<file path="src/rtl/butx_pkg.sv">
// ---------------------------------------------------------------------------
// butx_pkg: shared types and constants of the buffered UART transmitter
// Beat formats of both channels, frame phase codes and the reload reset value.
// ---------------------------------------------------------------------------
package butx_pkg;

	// Default message buffer depth in bytes
	localparam int BUF_DEPTH_DEF = 256;

	// Register reset value: three ticks per bit
	localparam logic [7:0] RELOAD_RST = 8'd2;

	// Input command codes
	localparam logic CMD_TICK = 1'b0;
	localparam logic CMD_LOAD = 1'b1;

	// Frame phase codes: start bit, data bits, stop bits
	localparam logic [3:0] PHASE_START     = 4'd1;
	localparam logic [3:0] PHASE_FIRST_DATA = 4'd2;
	localparam logic [3:0] PHASE_LAST_DATA = 4'd9;
	localparam logic [3:0] PHASE_STOP1     = 4'd10;
	localparam logic [3:0] PHASE_IDLE      = 4'd0;

	// Input beat
	typedef struct packed {
		logic       cmd;
		logic [7:0] data_byte;
		logic       last_byte;
	} in_item_t;

	// Result beat
	typedef struct packed {
		logic tx_line;
		logic busy_res;
		logic load_rejected;
	} out_item_t;

endpackage

</file>
<file path="src/rtl/butx_buf_mem.sv">
// ---------------------------------------------------------------------------
// butx_buf_mem: message byte buffer
// One write port, one read port, registered read data.
// ---------------------------------------------------------------------------
module butx_buf_mem import butx_pkg::*; #(
	parameter int BUF_DEPTH = BUF_DEPTH_DEF,
	localparam int AW = $clog2(BUF_DEPTH)
) (
	input  logic          clk,
	input  logic          we,
	input  logic [AW-1:0] waddr,
	input  logic [7:0]    wdata,
	input  logic [AW-1:0] raddr,
	output logic [7:0]    rdata_q
);

	logic [7:0] mem_q [BUF_DEPTH];

	always_ff @(posedge clk) begin
		if (we) begin
			mem_q[waddr] <= wdata;
		end
	end

	always_ff @(posedge clk) begin
		rdata_q <= mem_q[raddr];
	end

endmodule

</file>
<file path="src/rtl/butx_ctrl.sv">
// ---------------------------------------------------------------------------
// butx_ctrl: load and frame control
// Append loaded bytes to the buffer, then step the bit timer and frame
// phase on ticks; produce one result beat per accepted item.
// ---------------------------------------------------------------------------
module butx_ctrl import butx_pkg::*; #(
	parameter int BUF_DEPTH = BUF_DEPTH_DEF,
	localparam int AW = $clog2(BUF_DEPTH),
	localparam int CW = $clog2(BUF_DEPTH + 1)
) (
	input  logic          clk,
	input  logic          arst_n,
	input  logic          accept,
	input  in_item_t      item,
	input  logic [7:0]    reload,
	input  logic [7:0]    cur_byte,
	output logic          mem_we,
	output logic [AW-1:0] mem_waddr,
	output logic [7:0]    mem_wdata,
	output logic [AW-1:0] mem_raddr,
	output out_item_t     result
);

	logic [CW-1:0] len_q, pos_q, fill_q;
	logic [7:0]    timer_q;
	logic [3:0]    phase_q;
	logic          line_q;

	logic [CW-1:0] len_d, pos_d, fill_d;
	logic [7:0]    timer_d;
	logic [3:0]    phase_d;
	logic          line_d;
	logic          rej_d;
	logic [CW-1:0] pos_inc;
	logic [2:0]    bit_sel;

	assign pos_inc   = pos_q + 1'b1;
	assign mem_raddr = pos_q[AW-1:0];
	assign mem_waddr = fill_q[AW-1:0];
	assign mem_wdata = item.data_byte;

	always_comb begin
		len_d   = len_q;
		pos_d   = pos_q;
		fill_d  = fill_q;
		timer_d = timer_q;
		phase_d = phase_q;
		line_d  = line_q;
		rej_d   = 1'b0;
		mem_we  = 1'b0;
		bit_sel = 3'(phase_q + 4'd1 - PHASE_FIRST_DATA);
		if (item.cmd == CMD_TICK) begin
			if (len_q != '0) begin
				if (timer_q != '0) begin
					timer_d = timer_q - 1'b1;
				end else begin
					// bit boundary: reload and advance the frame
					timer_d = reload;
					phase_d = phase_q + 1'b1;
					if (phase_d == PHASE_START) begin
						line_d = 1'b0;
					end else if (phase_d > PHASE_START && phase_d <= PHASE_LAST_DATA) begin
						line_d = cur_byte[bit_sel];
					end else if (phase_d == PHASE_STOP1) begin
						line_d = 1'b1;
					end else begin
						// first stop bit done: move to the next byte
						phase_d = PHASE_IDLE;
						pos_d   = pos_inc;
						if (pos_inc >= len_q) begin
							len_d = '0;
							pos_d = '0;
						end
					end
				end
			end
		end else begin
			if (len_q != '0) begin
				rej_d = 1'b1;
			end else begin
				if (fill_q < CW'(BUF_DEPTH)) begin
					mem_we = accept;
					fill_d = fill_q + 1'b1;
				end else begin
					rej_d = 1'b1;
				end
				if (item.last_byte && fill_d != '0) begin
					len_d  = fill_d;
					fill_d = '0;
					pos_d  = '0;
				end
			end
		end
	end

	assign result = '{tx_line: line_d, busy_res: (len_d != '0), load_rejected: rej_d};

	always_ff @(posedge clk or negedge arst_n) begin
		if (!arst_n) begin
			len_q   <= '0;
			pos_q   <= '0;
			fill_q  <= '0;
			timer_q <= '0;
			phase_q <= PHASE_IDLE;
			line_q  <= 1'b1;
		end else if (accept) begin
			len_q   <= len_d;
			pos_q   <= pos_d;
			fill_q  <= fill_d;
			timer_q <= timer_d;
			phase_q <= phase_d;
			line_q  <= line_d;
		end
	end

endmodule

</file>
<file path="src/rtl/butx_out_q.sv">
// ---------------------------------------------------------------------------
// butx_out_q: two-entry result queue
// Output register plus skid stage; keeps input side open while a beat waits.
// ---------------------------------------------------------------------------
module butx_out_q import butx_pkg::*; (
	input  logic      clk,
	input  logic      arst_n,
	input  logic      push,
	input  out_item_t push_data,
	output logic      space,
	output logic      head_valid,
	input  logic      head_ready,
	output out_item_t head
);

	logic      head_v_q, skid_v_q;
	out_item_t head_q, skid_q;
	logic      pop;

	assign pop        = head_v_q & head_ready;
	assign space      = ~skid_v_q;
	assign head_valid = head_v_q;
	assign head       = head_q;

	always_ff @(posedge clk or negedge arst_n) begin
		if (!arst_n) begin
			head_v_q <= 1'b0;
			skid_v_q <= 1'b0;
		end else begin
			unique case ({push, pop})
				2'b10: begin
					if (head_v_q) skid_v_q <= 1'b1;
					else          head_v_q <= 1'b1;
				end
				2'b01: begin
					if (skid_v_q) skid_v_q <= 1'b0;
					else          head_v_q <= 1'b0;
				end
				default: begin
				end
			endcase
		end
	end

	always_ff @(posedge clk) begin
		unique case ({push, pop})
			2'b10: begin
				if (head_v_q) skid_q <= push_data;
				else          head_q <= push_data;
			end
			2'b01: begin
				if (skid_v_q) head_q <= skid_q;
			end
			2'b11: begin
				if (skid_v_q) begin
					head_q <= skid_q;
					skid_q <= push_data;
				end else begin
					head_q <= push_data;
				end
			end
			default: begin
			end
		endcase
	end

endmodule

</file>
<file path="src/rtl/buffered_uart_transmitter.sv">
// ---------------------------------------------------------------------------
// buffered_uart_transmitter: buffered 8N2 serial transmitter
// Collects a message in a byte buffer and shifts it out bit by bit, one
// bit per (bit_tick_reload + 1) tick beats, returning the line state.
// ---------------------------------------------------------------------------
//  channel  | handshake                   | payload
//  ---------+-----------------------------+-----------------------------------
//  item     | item_valid / item_ready     | cmd, data_byte, last_byte
//  result   | result_valid / result_ready | tx_line, busy_res, load_rejected
//  config   | cfg_we (no wait)            | cfg_wdata = bit_tick_reload
//
//  One item beat per clock while item_ready is high; its result beat is registered in the result queue.
//  The buffer read runs every cycle at the send position, so a byte is in
//  the read register well before its first data bit is needed.
//  item_ready drops only when both result slots (output register and skid)
//  are full; result stalls therefore cost nothing until the second beat.
//  Reset clears all counters, sets the line to idle mark and the reload to 2;
//  buffer contents are not cleared and need no clearing pass.
// ---------------------------------------------------------------------------
module buffered_uart_transmitter import butx_pkg::*; #(
	parameter int BUF_DEPTH = BUF_DEPTH_DEF
) (
	input  logic      clk,
	input  logic      arst_n,
	input  logic      item_valid,
	output logic      item_ready,
	input  in_item_t  item,
	output logic      result_valid,
	input  logic      result_ready,
	output out_item_t result,
	input  logic      cfg_we,
	input  logic [7:0] cfg_wdata
);

	localparam int AW = $clog2(BUF_DEPTH);

	logic [7:0]    reload_q;
	logic          accept;
	logic          mem_we;
	logic [AW-1:0] mem_waddr, mem_raddr;
	logic [7:0]    mem_wdata, mem_rdata;
	out_item_t     next_result;

	// Take an item beat whenever the result queue has a free slot
	assign accept = item_valid & item_ready;

	// Hold the bit timer reload; a write does not disturb a running count
	always_ff @(posedge clk or negedge arst_n) begin
		if (!arst_n) begin
			reload_q <= RELOAD_RST;
		end else if (cfg_we) begin
			reload_q <= cfg_wdata;
		end
	end

	// Message buffer: written by loads while idle, read at the send position
	butx_buf_mem #(.BUF_DEPTH(BUF_DEPTH)) u_mem (
		.clk     (clk),
		.we      (mem_we),
		.waddr   (mem_waddr),
		.wdata   (mem_wdata),
		.raddr   (mem_raddr),
		.rdata_q (mem_rdata)
	);

	// Load bookkeeping, bit timer and frame sequencing
	butx_ctrl #(.BUF_DEPTH(BUF_DEPTH)) u_ctrl (
		.clk       (clk),
		.arst_n    (arst_n),
		.accept    (accept),
		.item      (item),
		.reload    (reload_q),
		.cur_byte  (mem_rdata),
		.mem_we    (mem_we),
		.mem_waddr (mem_waddr),
		.mem_wdata (mem_wdata),
		.mem_raddr (mem_raddr),
		.result    (next_result)
	);

	// Result beats wait here until taken
	butx_out_q u_out_q (
		.clk        (clk),
		.arst_n     (arst_n),
		.push       (accept),
		.push_data  (next_result),
		.space      (item_ready),
		.head_valid (result_valid),
		.head_ready (result_ready),
		.head       (result)
	);

endmodule

</file>
<file path="config.mk">
export PLATFORM = sky130hd
export DESIGN_NAME = buffered_uart_transmitter
export DESIGN_NICKNAME = d
export VERILOG_FILES = /design/src/rtl/butx_pkg.sv /design/src/rtl/butx_buf_mem.sv /design/src/rtl/butx_ctrl.sv /design/src/rtl/butx_out_q.sv /design/src/rtl/buffered_uart_transmitter.sv
export SDC_FILE = /design/constraint.sdc
export NUM_CORES = 2
export LEC_CHECK = 0
export ABC_AREA = 1
export BUFFER_PORTS_ARGS = -buffer_cell sky130_fd_sc_hd__buf_4
export CAP_MARGIN = 5
export CORE_MARGIN = 2
export CORE_UTILIZATION = 50
export DETAILED_ROUTE_END_ITERATION = 10
export PLACE_DENSITY_LB_ADDON = 0.12
export RECOVER_POWER = 25
export SLEW_MARGIN = 20
export SYNTH_ARGS = -nofsm -noshare
export SYNTH_HDL_FRONTEND = slang
export SYNTH_HIERARCHICAL = 1
export SYNTH_SLANG_ARGS = --single-unit
export TNS_END_PERCENT = 100
</file>
<file path="constraint.sdc">
create_clock -name clk -period 7.6 [get_ports clk]
set_clock_uncertainty 0.1 [all_clocks]
set_input_delay 0.38 -clock clk [delete_from_list [all_inputs] [get_ports clk]]
set_output_delay 0.38 -clock clk [all_outputs]
set_load 0.02 [all_outputs]
</file>
# == Word-level counts from Yosys, hierarchy flattened ==
# Memories as Yosys holds them, arrays and structs flattened. A register that Yosys moved wholly into a read port is not among the register bits.
# Index checks and enable logic that the tools add are counted.
# totals
register_bits,56
latch_bits,0
ram_bits,2048
rom_bits,0
out_inout_bits,5
mem_count,1
# mem_list
name,words,width,read_ports,rd_clocked_by_memory_dff,wr,line_no,text
u_mem.mem_q,256,8,1,1,1,butx_buf_mem.sv:17,logic [7:0] mem_q [BUF_DEPTH];
# op_classes
addsub,5
mul,0
div,0
magnitude_cmp,5
n_eq_ne,15
shifts,0
muxes,53
bitwise,6
reduce_logical,19
# ops
operator,count
2-to-1 mux 9 bit,22
nonzero test 9 bit,3
"adder 9 x 1 -> 9 bit, second input constant",2
2-to-1 mux 1 bit,17
2-to-1 mux 3 bit,5
"!= test 2 bit, second input constant",7
2-to-1 mux 4 bit,3
AND reduction 3 bit,4
>= comparator 9 bit,1
"less-than comparator 9 bit, second input constant",1
one-hot mux 3 bit (3 select lines),1
2-to-1 mux 8 bit,1
AND reduction 8 bit,1
nonzero test 2 bit,4
nonzero test 8 bit,1
"subtractor 8 x 1 -> 8 bit, second input constant",1
"!= test 2 x 1 -> 1 bit, second input constant",3
one-hot mux 3 bit (2 select lines),1
"adder 4 x 1 -> 4 bit, second input constant",1
"equality test 2 bit, second input constant",2
"equality test 4 x 1 -> 1 bit, second input constant",1
"equality test 4 bit, second input constant",1
"greater-than comparator 4 x 1 -> 1 bit, second input constant",1
"<= comparator 4 bit, second input constant",1
11 further kinds,18

# == Logic depth before layout (Yosys ltp) ==
# depth
word_depth,12
ltp_mapped,22
ltp_nobuf,21

# == Modules after synthesis ==
# Netlist, hierarchy kept.
# by_module_without_submodules
module,instances,cells_each,area_per_inst_um2
butx_buf_mem,1,7003,83396.2
butx_ctrl,1,454,3290.7
butx_out_q,1,44,411.6
buffered_uart_transmitter,1,36,314.1

# == Worst setup path before layout ==
# OpenSTA, ideal clock, no wires.
# synth_path
path_type,register to register
from,reg u_ctrl.pos_q[0]
to,"reg u_out_q.head_q, in the netlist u_out_q/head[1] (data pin)"
setup_time_ns,0.259
arrival_ns,2.668
required_ns,7.241
slack_ns,4.572
path_stages_with_launch,22
synth_period_minus_slack_ns,3.028
path_cell_list,dfrtp_1 ha_1 nand3_1 nand3b_1 nand3b_1 xnor2_1 ha_1 nand2_1 nor2_1 nand3b_1 nand4_1 nand4_2 nand3_1 nand2_1 inv_1 nand2_1 nor2_1 nand2_1 nand2_1 nand2_1 nand2_1 nand3_1
# synth_lines
item,line_no,text
from (decl),butx_ctrl.sv:24,"logic [CW-1:0] len_q, pos_q, fill_q;"
from (signal assigned),butx_ctrl.sv:108,pos_q <= pos_d;
to (signal assigned),butx_out_q.sv:49,else head_q <= push_data;
to (signal assigned),butx_out_q.sv:52,if (skid_v_q) head_q <= skid_q;
to (signal assigned),butx_out_q.sv:56,head_q <= skid_q;
to (decl),butx_out_q.sv:17,"out_item_t head_q, skid_q;"

# == Worst setup path in the final report ==
# layout_path
from,in item[7] in the netlist's numbering
to,mem u_mem.mem_q[182][6] (data pin)
# layout_lines
item,line_no,text
from (decl),buffered_uart_transmitter.sv:27,"input in_item_t item,"
to (decl),butx_buf_mem.sv:17,
# No word-level cell before the write port.

==> impl_metrics.json <==
{
  "status": "complete, but fails checks",
  "violations": "max-capacitance violations, max-slew violations",
  "worstHoldPathCells": 1,
  "multi_input_area_um2": 21200,
  "synth-seq-cells": 2112,
  "fin_util_pct": 55.2,
  "place_congestion": 0.872,
  "start_util_pct": 50.3,
  "antenna_found_initial": 5,
  "ys_warn_count": 6,
  "avgSynthCellArea_um2": 11.6,
  "critPathKind": "in -> reg",
  "drt-pass1-iter-count": 6,
  "cts_buffers": 210,
  "async_flop_share_pct": 2.37,
  "timing.fmax_ghz": 0.177,
  "instances_no_fill": 9879,
  "startpoint_type": "primary input",
  "die_area_um2": 178000,
  "hold_path_class": "in -> reg",
  "required_ns": 7.15,
  "setup_violations": 0,
  "avgRoutedWirePerCell_um": 24.0,
  "synth-edff-count": 2054,
  "grt_max_degree": 189,
  "critical_path_arrival_ns": 5.21,
  "worstSetupPathDepth": 1,
  "drt-initial-drc-count": 6615,
  "fin_nets": 7405,
  "ir_worst_vdd_uv": 274,
  "rows": 153,
  "max-slew-margin-rel_pct": -355,
  "clkLatencyLatePin_ns": 0.86,
  "powerDensity_nw_per_um2": 326,
  "cap_violations": 8,
  "ios": 28,
  "worstPathMaxFanout": 118,
  "viasPerCell": 5.79,
  "syn2layout_area_growth_pct": 9.75,
  "io_buffers": 27,
  "r2r_cells": 8,
  "drv_slew": 618,
  "cts_tree": "yes",
  "numClockSinks": 2112,
  "worst_pin_slew_ns": 6.83,
  "hpwl_um": 131000,
  "regArea_um2": 63100,
  "grt.overflow.total": 0,
  "drc": 0,
  "synth_top_area_cell": "edfxtp_1",
  "nFillCells": 14700,
  "die_x_um": 422,
  "post-place-ws_ns": 2.91,
  "h-tree-depth": 4,
  "setup_ws_ns": 1.94,
  "grt_pass1_wl_um": 353000,
  "synthCells": 7537,
  "min_period_ns": 5.66,
  "die_height_um": 422,
  "ys_seq_area_share_pct": 72.2,
  "dp.cells": 9439,
  "fin_tns_setup_ns": 0,
  "ys.flop_type": "edfxtp_1",
  "synth_area_um2": 87400,
  "finalCritPeriodShare_pct": 74.4,
  "end_kind": "register",
  "path_buf_inv": 1,
  "ant_nets": 0,
  "cpPeakStageDelay_ns": 4.58,
  "yosysTopAreaCellShare_pct": 70.6,
  "power_leakage_uw": 0.0334,
  "ys_types": 51,
  "cts_resized": 0,
  "wirelength_um": 237000,
  "vias": 57200,
  "hold_viol": 0,
  "clockBufferDepth": 3,
  "cp_top_family": "buffers and inverters",
  "rsz0062_at_grt": "false",
  "clock-root-buffer": "clkbuf_16",
  "path_cells": "clkbuf_1",
  "cts.clk_slew.worst_paths_ns": 0.06,
  "globalRouteTotalUtil_pct": 26.3,
  "yosys-top-cells-area": "edfxtp_1, nand3_1, nand2_1, buf_2, dfrtp_1",
  "grt_pass1_vias": 55000,
  "synth_nets": 7576,
  "slowest_stage": "clkbuf_1",
  "drive_above_1_share_pct": 6.26,
  "core-area_um2": 174000,
  "cts_setup_buffers": 0
}
[flip-flops by register name, summed over array words and instances (netlist names)]
register,count
u_ctrl/len_q,9
u_out_q/skid_q,3
u_out_q/head,3
u_ctrl/line_q,1
u_ctrl/pos_q,9
u_out_q/head_valid,1
u_ctrl/fill_q,9
u_out_q/skid_v_q,1
u_ctrl/phase_q,4
reload_q,8
u_mem/mem_q,2048
u_mem/rdata_q,8
u_ctrl/timer_q,8
[cell type report]
cell class,instances,share of cell area [%]
repair buffers,138,1.34
inverters,111,0.475
well taps,2325,3.03
flip-flops and latches,2112,65.8
clock buffers,258,5.73
multi-input cells,4793,22.1
diodes,4,0.0104
clock inverters,138,1.52
[power by group]
part	leakage (uW)	internal, uW	total, uW	switching, uW
combinational	0.0109	2090	7740	5640
sequential	0.0191	12900	13100	215
clock	0.00341	6000	10400	4410
total	0.0334	21000	31300	10300
[path summary, 6_finish.rpt]
kind,from,to,slack (ns)
worst max-delay path,item[7],u_mem/mem_q[182][6],1.94
worst min-delay path,item[3],u_mem/mem_q[107][2],0.05
worst max register to register,u_out_q/skid_v_q,u_mem/mem_q[33][4],2.63
worst min register to register,u_ctrl/line_q,u_ctrl/line_q,0.41
max in group asynchronous,arst_n,u_ctrl/pos_q[0],3.67
min in group asynchronous,arst_n,u_ctrl/pos_q[8],0.65
[per-layer routing]
| metal | wire (um) | part of all wire, % | GRT usage, % |
|---|---|---|---|
| met5 | 13 | 0.0055 | 0 |
| met2 | 111000 | 47 | 42.2 |
| met3 | 20000 | 8.4 | 4.70 |
| met1 | 99300 | 42 | 36.9 |
| met4 | 6490 | 2.7 | 7.80 |
[Yosys cell counts, types with 6 or more instances]
library cell / count
nand4_1: 16
buf_4: 72
o22ai_1: 6
inv_2: 10
nor2_2: 8
nand2_2: 8
clkbuf_1: 116
buf_2: 272
ha_1: 16
edfxtp_1: 2054
dfrtp_1: 48
inv_1: 98
buf_6: 19
nand2_1: 2269
nand3_2: 6
xor2_1: 11
o21ai_0: 30
nor2_1: 314
nand3_1: 2051
a21oi_1: 10
dfxtp_1: 8
buf_1: 41
[stage by stage]
| step | power (uW) | cell area [um^2] | hold slack, ns |
|---|---|---|---|
| after global placement | 20900 | 88600 | 0.356 |
| after CTS | 31400 | 96000 | 0.0248 |
| after floorplan | 18800 | 87400 | -0.0156 |
| final | 31300 | 95900 | 0.0494 |
| after global routing | 32700 | 95900 | 0.0501 |
| after detailed placement | 21000 | 88600 | 0.364 |
[logic make-up after synthesis]
logic type                 synth area share, %
buffers and inverters                     3.60
adders and majority gates                0.229
DFF                                       72.2
xor gates and xnor gates                 0.120
muxes                                   0.0115
and+or+nand+nor                           23.4
AOI/OAI and AO/OA                        0.449
[repair_timing]
item                                    4_1_cts  5_1_grt
endpoints found under the setup margin        0        0
hold buffers                                 40        0
endpoints found under the hold margin       337        0
[placed cells by master, fill, tap and decap left out, drive strengths merged, types with 39 or more instances in the layout]
cell type,count
buf,89
clkbuf,268
clkinv,101
dfrtp,48
dlygate4sd3,39
edfxtp,2054
inv,116
nand2,2279
nand3,2060
nor2,328
Power figures use the tool's default switching activity.
